**src/design/rcsda_pkg.sv**
```systemverilog
`timescale 1ns / 1ps
// ----------------------------------------------------------------------------
// rcsda_pkg
// Shared types and constants for the radio switch debounce and action block.
// ----------------------------------------------------------------------------
package rcsda_pkg;

	localparam int IN_TDATA_W  = 56;
	localparam int OUT_TDATA_W = 8;
	localparam int CFG_IDX_W   = 2;
	localparam int CFG_DATA_W  = 48;
	localparam int TIME_W      = 48;
	localparam int POS_W       = 7;
	localparam int CNT_W       = 4;
	localparam int DEB_W       = 24;
	localparam int MASK_W      = 32;

	localparam int MODE_SLOTS  = 6;
	localparam int TABLE_SLOTS = 6;

	localparam logic [CNT_W-1:0] STABLE_SAMPLES_RST = 4'd3;
	localparam logic [DEB_W-1:0] DEBOUNCE_US_RST    = 24'd100000;

	localparam logic [CFG_IDX_W-1:0] REG_STABLE_SAMPLES = 2'd0;
	localparam logic [CFG_IDX_W-1:0] REG_DEBOUNCE_US    = 2'd1;
	localparam logic [CFG_IDX_W-1:0] REG_MODE_TABLE     = 2'd2;
	localparam logic [CFG_IDX_W-1:0] REG_MODE_MASK      = 2'd3;

	localparam logic [1:0] POS_ON  = 2'd1;
	localparam logic [1:0] POS_OFF = 2'd3;

	typedef enum logic [2:0] {
		ACT_KILL   = 3'd0,
		ACT_ARM    = 3'd1,
		ACT_DISARM = 3'd2,
		ACT_UNKILL = 3'd3,
		ACT_MODE   = 3'd4
	} action_t;

	typedef struct packed {
		logic       last;
		logic [4:0] mode_value;
		action_t    code;
	} result_t;

	typedef struct packed {
		logic [1:0] cnt;
		result_t    r1;
		result_t    r0;
	} push_t;

endpackage

```
**src/design/rcsda_ofifo.sv**
```systemverilog
`timescale 1ns / 1ps
// ----------------------------------------------------------------------------
// rcsda_ofifo
// Four-entry result queue; takes up to two results per cycle, gives one per cycle while the receiver is ready.
// ----------------------------------------------------------------------------
module rcsda_ofifo (
	input  logic              clk,
	input  logic              arst_n,
	input  rcsda_pkg::push_t  push,
	output logic              room2,
	output logic              m_axis_tvalid,
	input  logic              m_axis_tready,
	output rcsda_pkg::result_t head
);
	import rcsda_pkg::*;

	result_t    mem_q [4];
	logic [1:0] wr_ptr_q;
	logic [1:0] rd_ptr_q;
	logic [2:0] count_q;
	logic       pop;

	assign m_axis_tvalid = (count_q != 3'd0);
	assign pop           = m_axis_tvalid && m_axis_tready;
	assign room2         = (count_q <= 3'd2);
	assign head          = mem_q[rd_ptr_q];

	always_ff @(posedge clk) begin
		if (push.cnt != 2'd0) begin
			mem_q[wr_ptr_q] <= push.r0;
		end
		if (push.cnt == 2'd2) begin
			mem_q[wr_ptr_q + 2'd1] <= push.r1;
		end
	end

	always_ff @(posedge clk or negedge arst_n) begin
		if (!arst_n) begin
			wr_ptr_q <= '0;
			rd_ptr_q <= '0;
			count_q  <= '0;
		end else begin
			wr_ptr_q <= wr_ptr_q + push.cnt;
			if (pop) begin
				rd_ptr_q <= rd_ptr_q + 2'd1;
			end
			count_q <= count_q + {1'b0, push.cnt} - {2'b0, pop};
		end
	end

endmodule

```
**src/design/rc_switch_debounce_action.sv**
```systemverilog
`timescale 1ns / 1ps
// ----------------------------------------------------------------------------
// rc_switch_debounce_action
// Debounces radio switch samples and turns accepted edges into commands.
// ----------------------------------------------------------------------------
// Input stream (s_axis): one transfer per link event or switch sample;
// tuser selects the kind (0 link event, 1 sample). Output stream (m_axis):
// zero, one or two action transfers per input, tlast on the last action
// caused by that input. Config port: cfg_we with cfg_index/cfg_data, to be
// written only while the block is idle; the block does not enforce this.
// An input is first held in the input register, then evaluated against
// the debounce state once the queue has room, and its actions are written
// to the result queue, whose head drives m_axis. Throughput: one input per
// cycle, limited only by the four-entry result queue, which must have room
// for two actions before an input is evaluated; a stalled receiver backs
// up through the queue and the input register to s_axis_tready.
// Reset: registers return to their defaults, link down, no baseline,
// queue empty.
// ----------------------------------------------------------------------------
module rc_switch_debounce_action (
	input  logic                                clk,
	input  logic                                arst_n,
	input  logic                                s_axis_tvalid,
	output logic                                s_axis_tready,
	// link_lost, sample_time_us[47:0], switch_slot[2:0], arm_position[1:0],
	// kill_position[1:0]
	input  logic [rcsda_pkg::IN_TDATA_W-1:0]    s_axis_tdata,
	// req_type
	input  logic [0:0]                          s_axis_tuser,
	output logic                                m_axis_tvalid,
	input  logic                                m_axis_tready,
	// action_code[2:0], mode_value[4:0]
	output logic [rcsda_pkg::OUT_TDATA_W-1:0]   m_axis_tdata,
	output logic                                m_axis_tlast,
	input  logic                                cfg_we,
	input  logic [rcsda_pkg::CFG_IDX_W-1:0]     cfg_index,
	input  logic [rcsda_pkg::CFG_DATA_W-1:0]    cfg_data
);
	import rcsda_pkg::*;

	// config
	logic [CNT_W-1:0]      stable_q;
	logic [DEB_W-1:0]      deb_q;
	logic [CFG_DATA_W-1:0] table_q;
	logic [MASK_W-1:0]     mask_q;

	// debounce state
	logic              link_q;
	logic [POS_W-1:0]  cand_q;
	logic [POS_W-1:0]  prev_q;
	logic [TIME_W-1:0] start_q;
	logic [TIME_W-1:0] last_q;
	logic [CNT_W-1:0]  cnt_q;
	logic              base_q;

	// input register
	logic              valid_s1;
	logic              req_type_s1;
	logic              link_lost_s1;
	logic [TIME_W-1:0] time_s1;
	logic [POS_W-1:0]  pos_s1;

	logic              room2;
	logic              fire;
	push_t             push;
	result_t           head;

	logic [CNT_W-1:0]  need;
	logic              bad;
	logic              new_cand;
	logic              t_adv;
	logic [CNT_W-1:0]  cnt_nx;
	logic [TIME_W-1:0] age;
	logic              settled;
	logic              emit;

	logic [1:0] ck, pk, ca, pa;
	logic [2:0] cm, pm;
	logic       kill_chg, kill_eng, arm_chg;
	logic       e_k, e_a, e_u, e_m;
	action_t    arm_code;
	logic [2:0] slot_idx;
	logic [7:0] mode_byte;
	logic [1:0] n_res;

	assign fire          = valid_s1 && room2;
	assign s_axis_tready = !valid_s1 || fire;

	always_ff @(posedge clk or negedge arst_n) begin
		if (!arst_n) begin
			valid_s1 <= 1'b0;
		end else if (s_axis_tready) begin
			valid_s1 <= s_axis_tvalid;
		end
	end

	// pos: slot in 6..4, arm in 3..2, kill in 1..0
	always_ff @(posedge clk) begin
		if (s_axis_tready && s_axis_tvalid) begin
			req_type_s1  <= s_axis_tuser[0];
			link_lost_s1 <= s_axis_tdata[0];
			time_s1      <= s_axis_tdata[48:1];
			pos_s1       <= {s_axis_tdata[51:49], s_axis_tdata[53:52], s_axis_tdata[55:54]};
		end
	end

	// debounce decision
	always_comb begin
		need     = (stable_q == '0) ? CNT_W'(1) : stable_q;
		bad      = !link_q || (time_s1 == '0) || ((last_q != '0) && (time_s1 < last_q));
		new_cand = (cnt_q == '0) || (pos_s1 != cand_q);
		t_adv    = time_s1 > last_q;
		cnt_nx   = (t_adv && (cnt_q < need)) ? cnt_q + CNT_W'(1) : cnt_q;
		age      = time_s1 - start_q;
		settled  = (cnt_nx >= need) && (age >= TIME_W'(deb_q));
		emit     = req_type_s1 && !bad && !new_cand && settled && base_q;
	end

	// edge to action
	always_comb begin
		ck = cand_q[1:0];
		pk = prev_q[1:0];
		ca = cand_q[3:2];
		pa = prev_q[3:2];
		cm = cand_q[6:4];
		pm = prev_q[6:4];
		kill_chg = ck != pk;
		kill_eng = kill_chg && (ck == POS_ON);
		arm_chg  = ca != pa;
		slot_idx  = cm - 3'd1;
		mode_byte = 8'(table_q >> {slot_idx, 3'b000});
		e_k = kill_eng;
		e_a = arm_chg && ((ca == POS_ON) || (ca == POS_OFF));
		e_u = kill_chg && !kill_eng && (ck == POS_OFF);
		e_m = !kill_chg && !arm_chg && (cm != pm) && (cm != 3'd0)
			&& (32'(cm) <= MODE_SLOTS) && (32'(cm) <= TABLE_SLOTS)
			&& (mode_byte < 8'd32) && mask_q[mode_byte[4:0]];
		arm_code = (ca == POS_ON) ? ACT_ARM : ACT_DISARM;
		n_res = 2'(e_k) + 2'(e_a) + 2'(e_u) + 2'(e_m);

		push.cnt = (fire && emit) ? n_res : 2'd0;
		push.r0.code = e_k ? ACT_KILL : (e_a ? arm_code : (e_u ? ACT_UNKILL : ACT_MODE));
		push.r0.mode_value = (!e_k && !e_a && !e_u) ? mode_byte[4:0] : 5'd0;
		push.r0.last = (n_res == 2'd1);
		push.r1.code = e_k ? arm_code : ACT_UNKILL;
		push.r1.mode_value = 5'd0;
		push.r1.last = 1'b1;
	end

	always_ff @(posedge clk or negedge arst_n) begin
		if (!arst_n) begin
			stable_q <= STABLE_SAMPLES_RST;
			deb_q    <= DEBOUNCE_US_RST;
			table_q  <= '0;
			mask_q   <= '0;
			link_q   <= 1'b0;
			cand_q   <= '0;
			prev_q   <= '0;
			start_q  <= '0;
			last_q   <= '0;
			cnt_q    <= '0;
			base_q   <= 1'b0;
		end else begin
			if (fire) begin
				if (!req_type_s1) begin
					link_q <= !link_lost_s1;
					if (link_lost_s1) begin
						cand_q  <= '0;
						prev_q  <= '0;
						start_q <= '0;
						last_q  <= '0;
						cnt_q   <= '0;
						base_q  <= 1'b0;
					end
				end else if (bad) begin
					cand_q  <= '0;
					prev_q  <= '0;
					start_q <= '0;
					last_q  <= '0;
					cnt_q   <= '0;
					base_q  <= 1'b0;
				end else if (new_cand) begin
					cand_q  <= pos_s1;
					start_q <= time_s1;
					last_q  <= time_s1;
					cnt_q   <= CNT_W'(1);
				end else begin
					cnt_q <= cnt_nx;
					if (t_adv) begin
						last_q <= time_s1;
					end
					if (settled) begin
						prev_q <= cand_q;
						base_q <= 1'b1;
					end
				end
			end
			if (cfg_we) begin
				unique case (cfg_index)
					REG_STABLE_SAMPLES: stable_q <= cfg_data[CNT_W-1:0];
					REG_DEBOUNCE_US:    deb_q    <= cfg_data[DEB_W-1:0];
					REG_MODE_TABLE: begin
						table_q <= cfg_data;
						if (cfg_data != table_q) begin
							cand_q  <= '0;
							prev_q  <= '0;
							start_q <= '0;
							last_q  <= '0;
							cnt_q   <= '0;
							base_q  <= 1'b0;
						end
					end
					REG_MODE_MASK:      mask_q   <= cfg_data[MASK_W-1:0];
					default: ;
				endcase
			end
		end
	end

	rcsda_ofifo u_ofifo (
		.clk           (clk),
		.arst_n        (arst_n),
		.push          (push),
		.room2         (room2),
		.m_axis_tvalid (m_axis_tvalid),
		.m_axis_tready (m_axis_tready),
		.head          (head)
	);

	assign m_axis_tdata = {head.mode_value, head.code};
	assign m_axis_tlast = head.last;

endmodule

```
**config.mk**
```make
export PLATFORM = sky130hd
export DESIGN_NAME = rc_switch_debounce_action
export DESIGN_NICKNAME = d
export VERILOG_FILES = /design/src/design/rcsda_pkg.sv /design/src/design/rcsda_ofifo.sv /design/src/design/rc_switch_debounce_action.sv
export SDC_FILE = /design/constraint.sdc
export NUM_CORES = 1
export LEC_CHECK = 0
export BUFFER_PORTS_ARGS = -buffer_cell sky130_fd_sc_hd__buf_2
export CAP_MARGIN = 5
export CORE_ASPECT_RATIO = 1.25
export CORE_MARGIN = 8
export CORE_UTILIZATION = 40
export DETAILED_ROUTE_END_ITERATION = 10
export PLACE_DENSITY = 0.55
export REMOVE_ABC_BUFFERS = 1
export SETUP_SLACK_MARGIN = 0.02
export SLEW_MARGIN = 25
export SYNTH_ARGS = -nofsm -noshare
export SYNTH_HDL_FRONTEND = slang
export SYNTH_SLANG_ARGS = --single-unit
export TNS_END_PERCENT = 5
```
**constraint.sdc**
```tcl
create_clock -name clk -period 12.05 [get_ports clk]
set_input_delay 2.41 -clock clk [delete_from_list [all_inputs] [get_ports clk]]
set_output_delay 2.41 -clock clk [all_outputs]
set_load 0.1 [all_outputs]
```
==> results.yml <==
outcome:
  status: "finished clean"
floorplanning:
  die_w_um: 212.7
  start_util_pct: 40.25
  die_h_um: 261.9
  core.rowCount: 90
  die-area_sq_um: 55720
  pin_count: 123
  core-area_sq_um: 48080
cts:
  cts_tree: "yes"
  clock_path_buffers: 3
  cts_resized: 0
  cts_setup_buffers: 0
  clock_sinks: 325
  path_clk_slew_ns: 0.06
  htreeDepth: 2
  clock_latency_ns: 0.57
  clock-root-buffer: "clkbuf_16"
  numCtsBuffers: 38
  hold_buffers: 0
critical_path:
  cp_max_fo: 19
  crit_path_start_kind: "flip-flop"
  cp.arrival_ns: 7.69
  worstSetupPathType: "flip-flop to flip-flop"
  cp-end-kind: "flip-flop"
  critPathRequiredTime_ns: 12.45
  r2r_cells: 20
run:
  max_cap_viol_count: 0
synth:
  syn-instance-count: 1886
  ys_types: 79
  avgSynthCellArea_sq_um: 10.26
  async_flop_share_pct: 71.38
  synthMuxAreaShare_pct: 10.69
  ys_ff_latch: 325
  synth_edf_count: 65
  syn_area_sq_um: 19350
  synth_compound_area_share_pct: 15.81
  ys.flop_type: "dfrtp_1"
  synth_warnings: 0
  synth_top_family_by_area: "compound AO/OA/AOI/OAI gates"
  yosys.area_share.simple_pct: 11.78
  synth-adder-area-share_pct: 9.167
  synth_seq_area_share_pct: 43.03
  synth_xor_area_share_pct: 4.706
placement:
  dp_hpwl_um: 41030
  place.gp.congestion: 0.8858
  post-place-cells: 2576
  portBuffers: 122
sta:
  finalHoldViolations: 0
  fin_crit_sh_pct: 60.48
  slew_headroom_pct: 22.15
  finalClockSkew_ns: 0.02838
  drv_slew: 0
  period_needed_ns: 7.288
  fin_tns_setup_ns: 0
  finalSetupViolCount: 0
  tightest_slew_ns: 1.168
  fmax_mhz: 137.2
  rsz0062_at_grt: "no"
final_layout:
  layout_common_cells: "dfrtp_1 (224), inv_1 (153), nor2_1 (140), ha_1 (137), buf_2 (121)"
  register_area_sq_um: 8328
  final_common_cell: "dfrtp_1"
  multi_input_area_sq_um: 10130
  stdcell_count: 2649
  fillers: 4535
  num-nets-final: 2224
  drive_above_1_share_pct: 17.73
  areaGrowthSynthToFinish_pct: 13.16
routing:
  routed_wl_um: 54620
  drt_iter0_drc: 970
  num_vias: 14820
  drc_errors: 0
  vias_per_cell: 5.593
  wire_per_inst_um: 20.62
  first_pass_iters: 6
  ant_nets: 0
worst_hold_path:
  whs_path_depth: 1
  hp-class: "flip-flop to flip-flop"
power:
  vdd_drop_max_mv: 0.1185
  p_per_area_nw_per_um2: 271.7
  p_leak_nw: 9.141
global_routing:
  grt_pass1_wl_um: 86450
  grt_overflow: 0
  grt_start_max_net_pins: 96
  grt_usage_pct: 19.65
  antenna_found_initial: 1
  grt_pass1_vias: 15140
cell usage after synthesis (6+ instances only):
cell,count,area [sq um]
dfrtp_1,224,5605
inv_1,153,574.3
nor2_1,141,529.3
ha_1,137,1714
mux2_2,114,1284
a21oi_1,108,540.5
nand2_1,88,330.3
xnor2_1,84,735.7
clkbuf_1,65,244.0
edfxtp_1,65,1952
o21ai_0,63,315.3
a22o_1,62,543.0
nand4_1,60,375.4
a22oi_1,56,420.4
mux2i_1,47,470.5
nor4_1,39,244.0
a21o_1,38,285.3
dfxtp_1,28,560.5
nand3_1,21,105.1
xor2_1,20,175.2
or3_1,16,100.1
nand2b_1,15,93.84
nor3_1,15,75.07
mux4_2,14,315.3
nor2b_1,13,81.33
o21a_1,13,97.59
a211oi_1,12,90.09
buf_1,12,45.04
and3_1,11,68.82
buf_2,10,50.05
o211ai_1,9,67.56
a31oi_1,8,50.05
dfstp_2,8,210.2
a21boi_0,7,52.55
o21bai_1,7,52.55
o31ai_1,7,52.55
o32ai_1,6,52.55
or2_2,6,37.54
final timing paths:
kind                                    start                   to  slack, ns
min in group asynchronous              arst_n           table_q[2]       1.84
max in group asynchronous              arst_n           last_q[26]       8.16
min                        u_ofifo.count_q[2]   u_ofifo.count_q[2]       0.49
min reg2reg                u_ofifo.count_q[2]   u_ofifo.count_q[2]       0.49
max reg2reg                         cand_q[4]  u_ofifo.mem_q[2][3]       4.76
max                                 cand_q[4]  u_ofifo.mem_q[2][3]       4.76
power breakdown:
group	switching, mW	total (mW)	internal (mW)
Sequential	0.291	1.72	1.43
Clock	0.492	1.22	0.727
Combinational	1.80	3.01	1.21
Total	2.58	5.95	3.37
critical path, stage by stage (launching register included):
cell and delay [ns]:
dfrtp_1 0.33, buf_4 0.30, inv_1 0.18, ha_1 0.27, xnor2_1 0.69, a22o_1 0.90, mux2_2 0.31, nor2_1 0.04
a211oi_1 0.23, a21oi_1 0.08, a211oi_1 0.30, a21oi_1 0.08, a2111oi_0 0.73, fa_1 0.56, ha_1 0.22, xor2_1 0.26
nand2b_1 0.23, or4bb_1 0.52, nor2_1 0.59, mux2i_1 0.26, a21oi_1 0.06
state kept, by name, indices dropped and copies added, names as in the netlist, 24 cells and up:
name and flops:
deb_q 24, last_q 48, mask_q 32, start_q 48, table_q 48, time_s1 48
u_ofifo.mem_q 36
kinds of logic (layout without fill, tap and decap cells):
| group | count (synthesis) | after routing |
|---|---|---|
| buffers and inverters | 243 | 359 |
| AND/OR/NAND/NOR | 454 | 454 |
| other | 0 | 3 |
| XOR/XNOR | 104 | 104 |
| AO/OA/AOI/OAI | 445 | 445 |
| flip-flops | 325 | 325 |
| multiplexers | 175 | 175 |
| adder cells (fa/ha/maj) | 140 | 140 |
final cells by class:
cell class,count,area share [%]
antenna,3,0.03428
clock buffer,48,4.748
clock inverter,22,1.268
inverter,153,2.622
multi-input combinational,1318,46.27
sequential,325,38.03
tap,644,3.679
timing repair buffer,136,3.348
layer usage:
metal  vias up  global-route usage [%]  routed length (um)
met4         0                   5.605                1392
met2       271                   33.91               26980
li1       7088                       -                   -
met1      7375                   25.43               24320
met3        82                   2.744                1929
met5         -                       0                   0
through the flow:
step                      setup slack, ns  hold slack [ns]  total power [mW]  cell area, sq um  utilization, %
after global routing                4.335           0.5044             6.421             21890           45.53
after CTS                           4.872           0.4903             5.996             21890           45.52
final                               4.762           0.4889             5.950             21900           45.55
after global placement              5.179           0.4627             4.680             20560           42.75
after floorplan                     3.509           0.4133             3.855             19000               -
after detailed placement            4.923           0.4806             4.733             20570           42.78
Note: power is estimated with default switching activity, not from simulation.
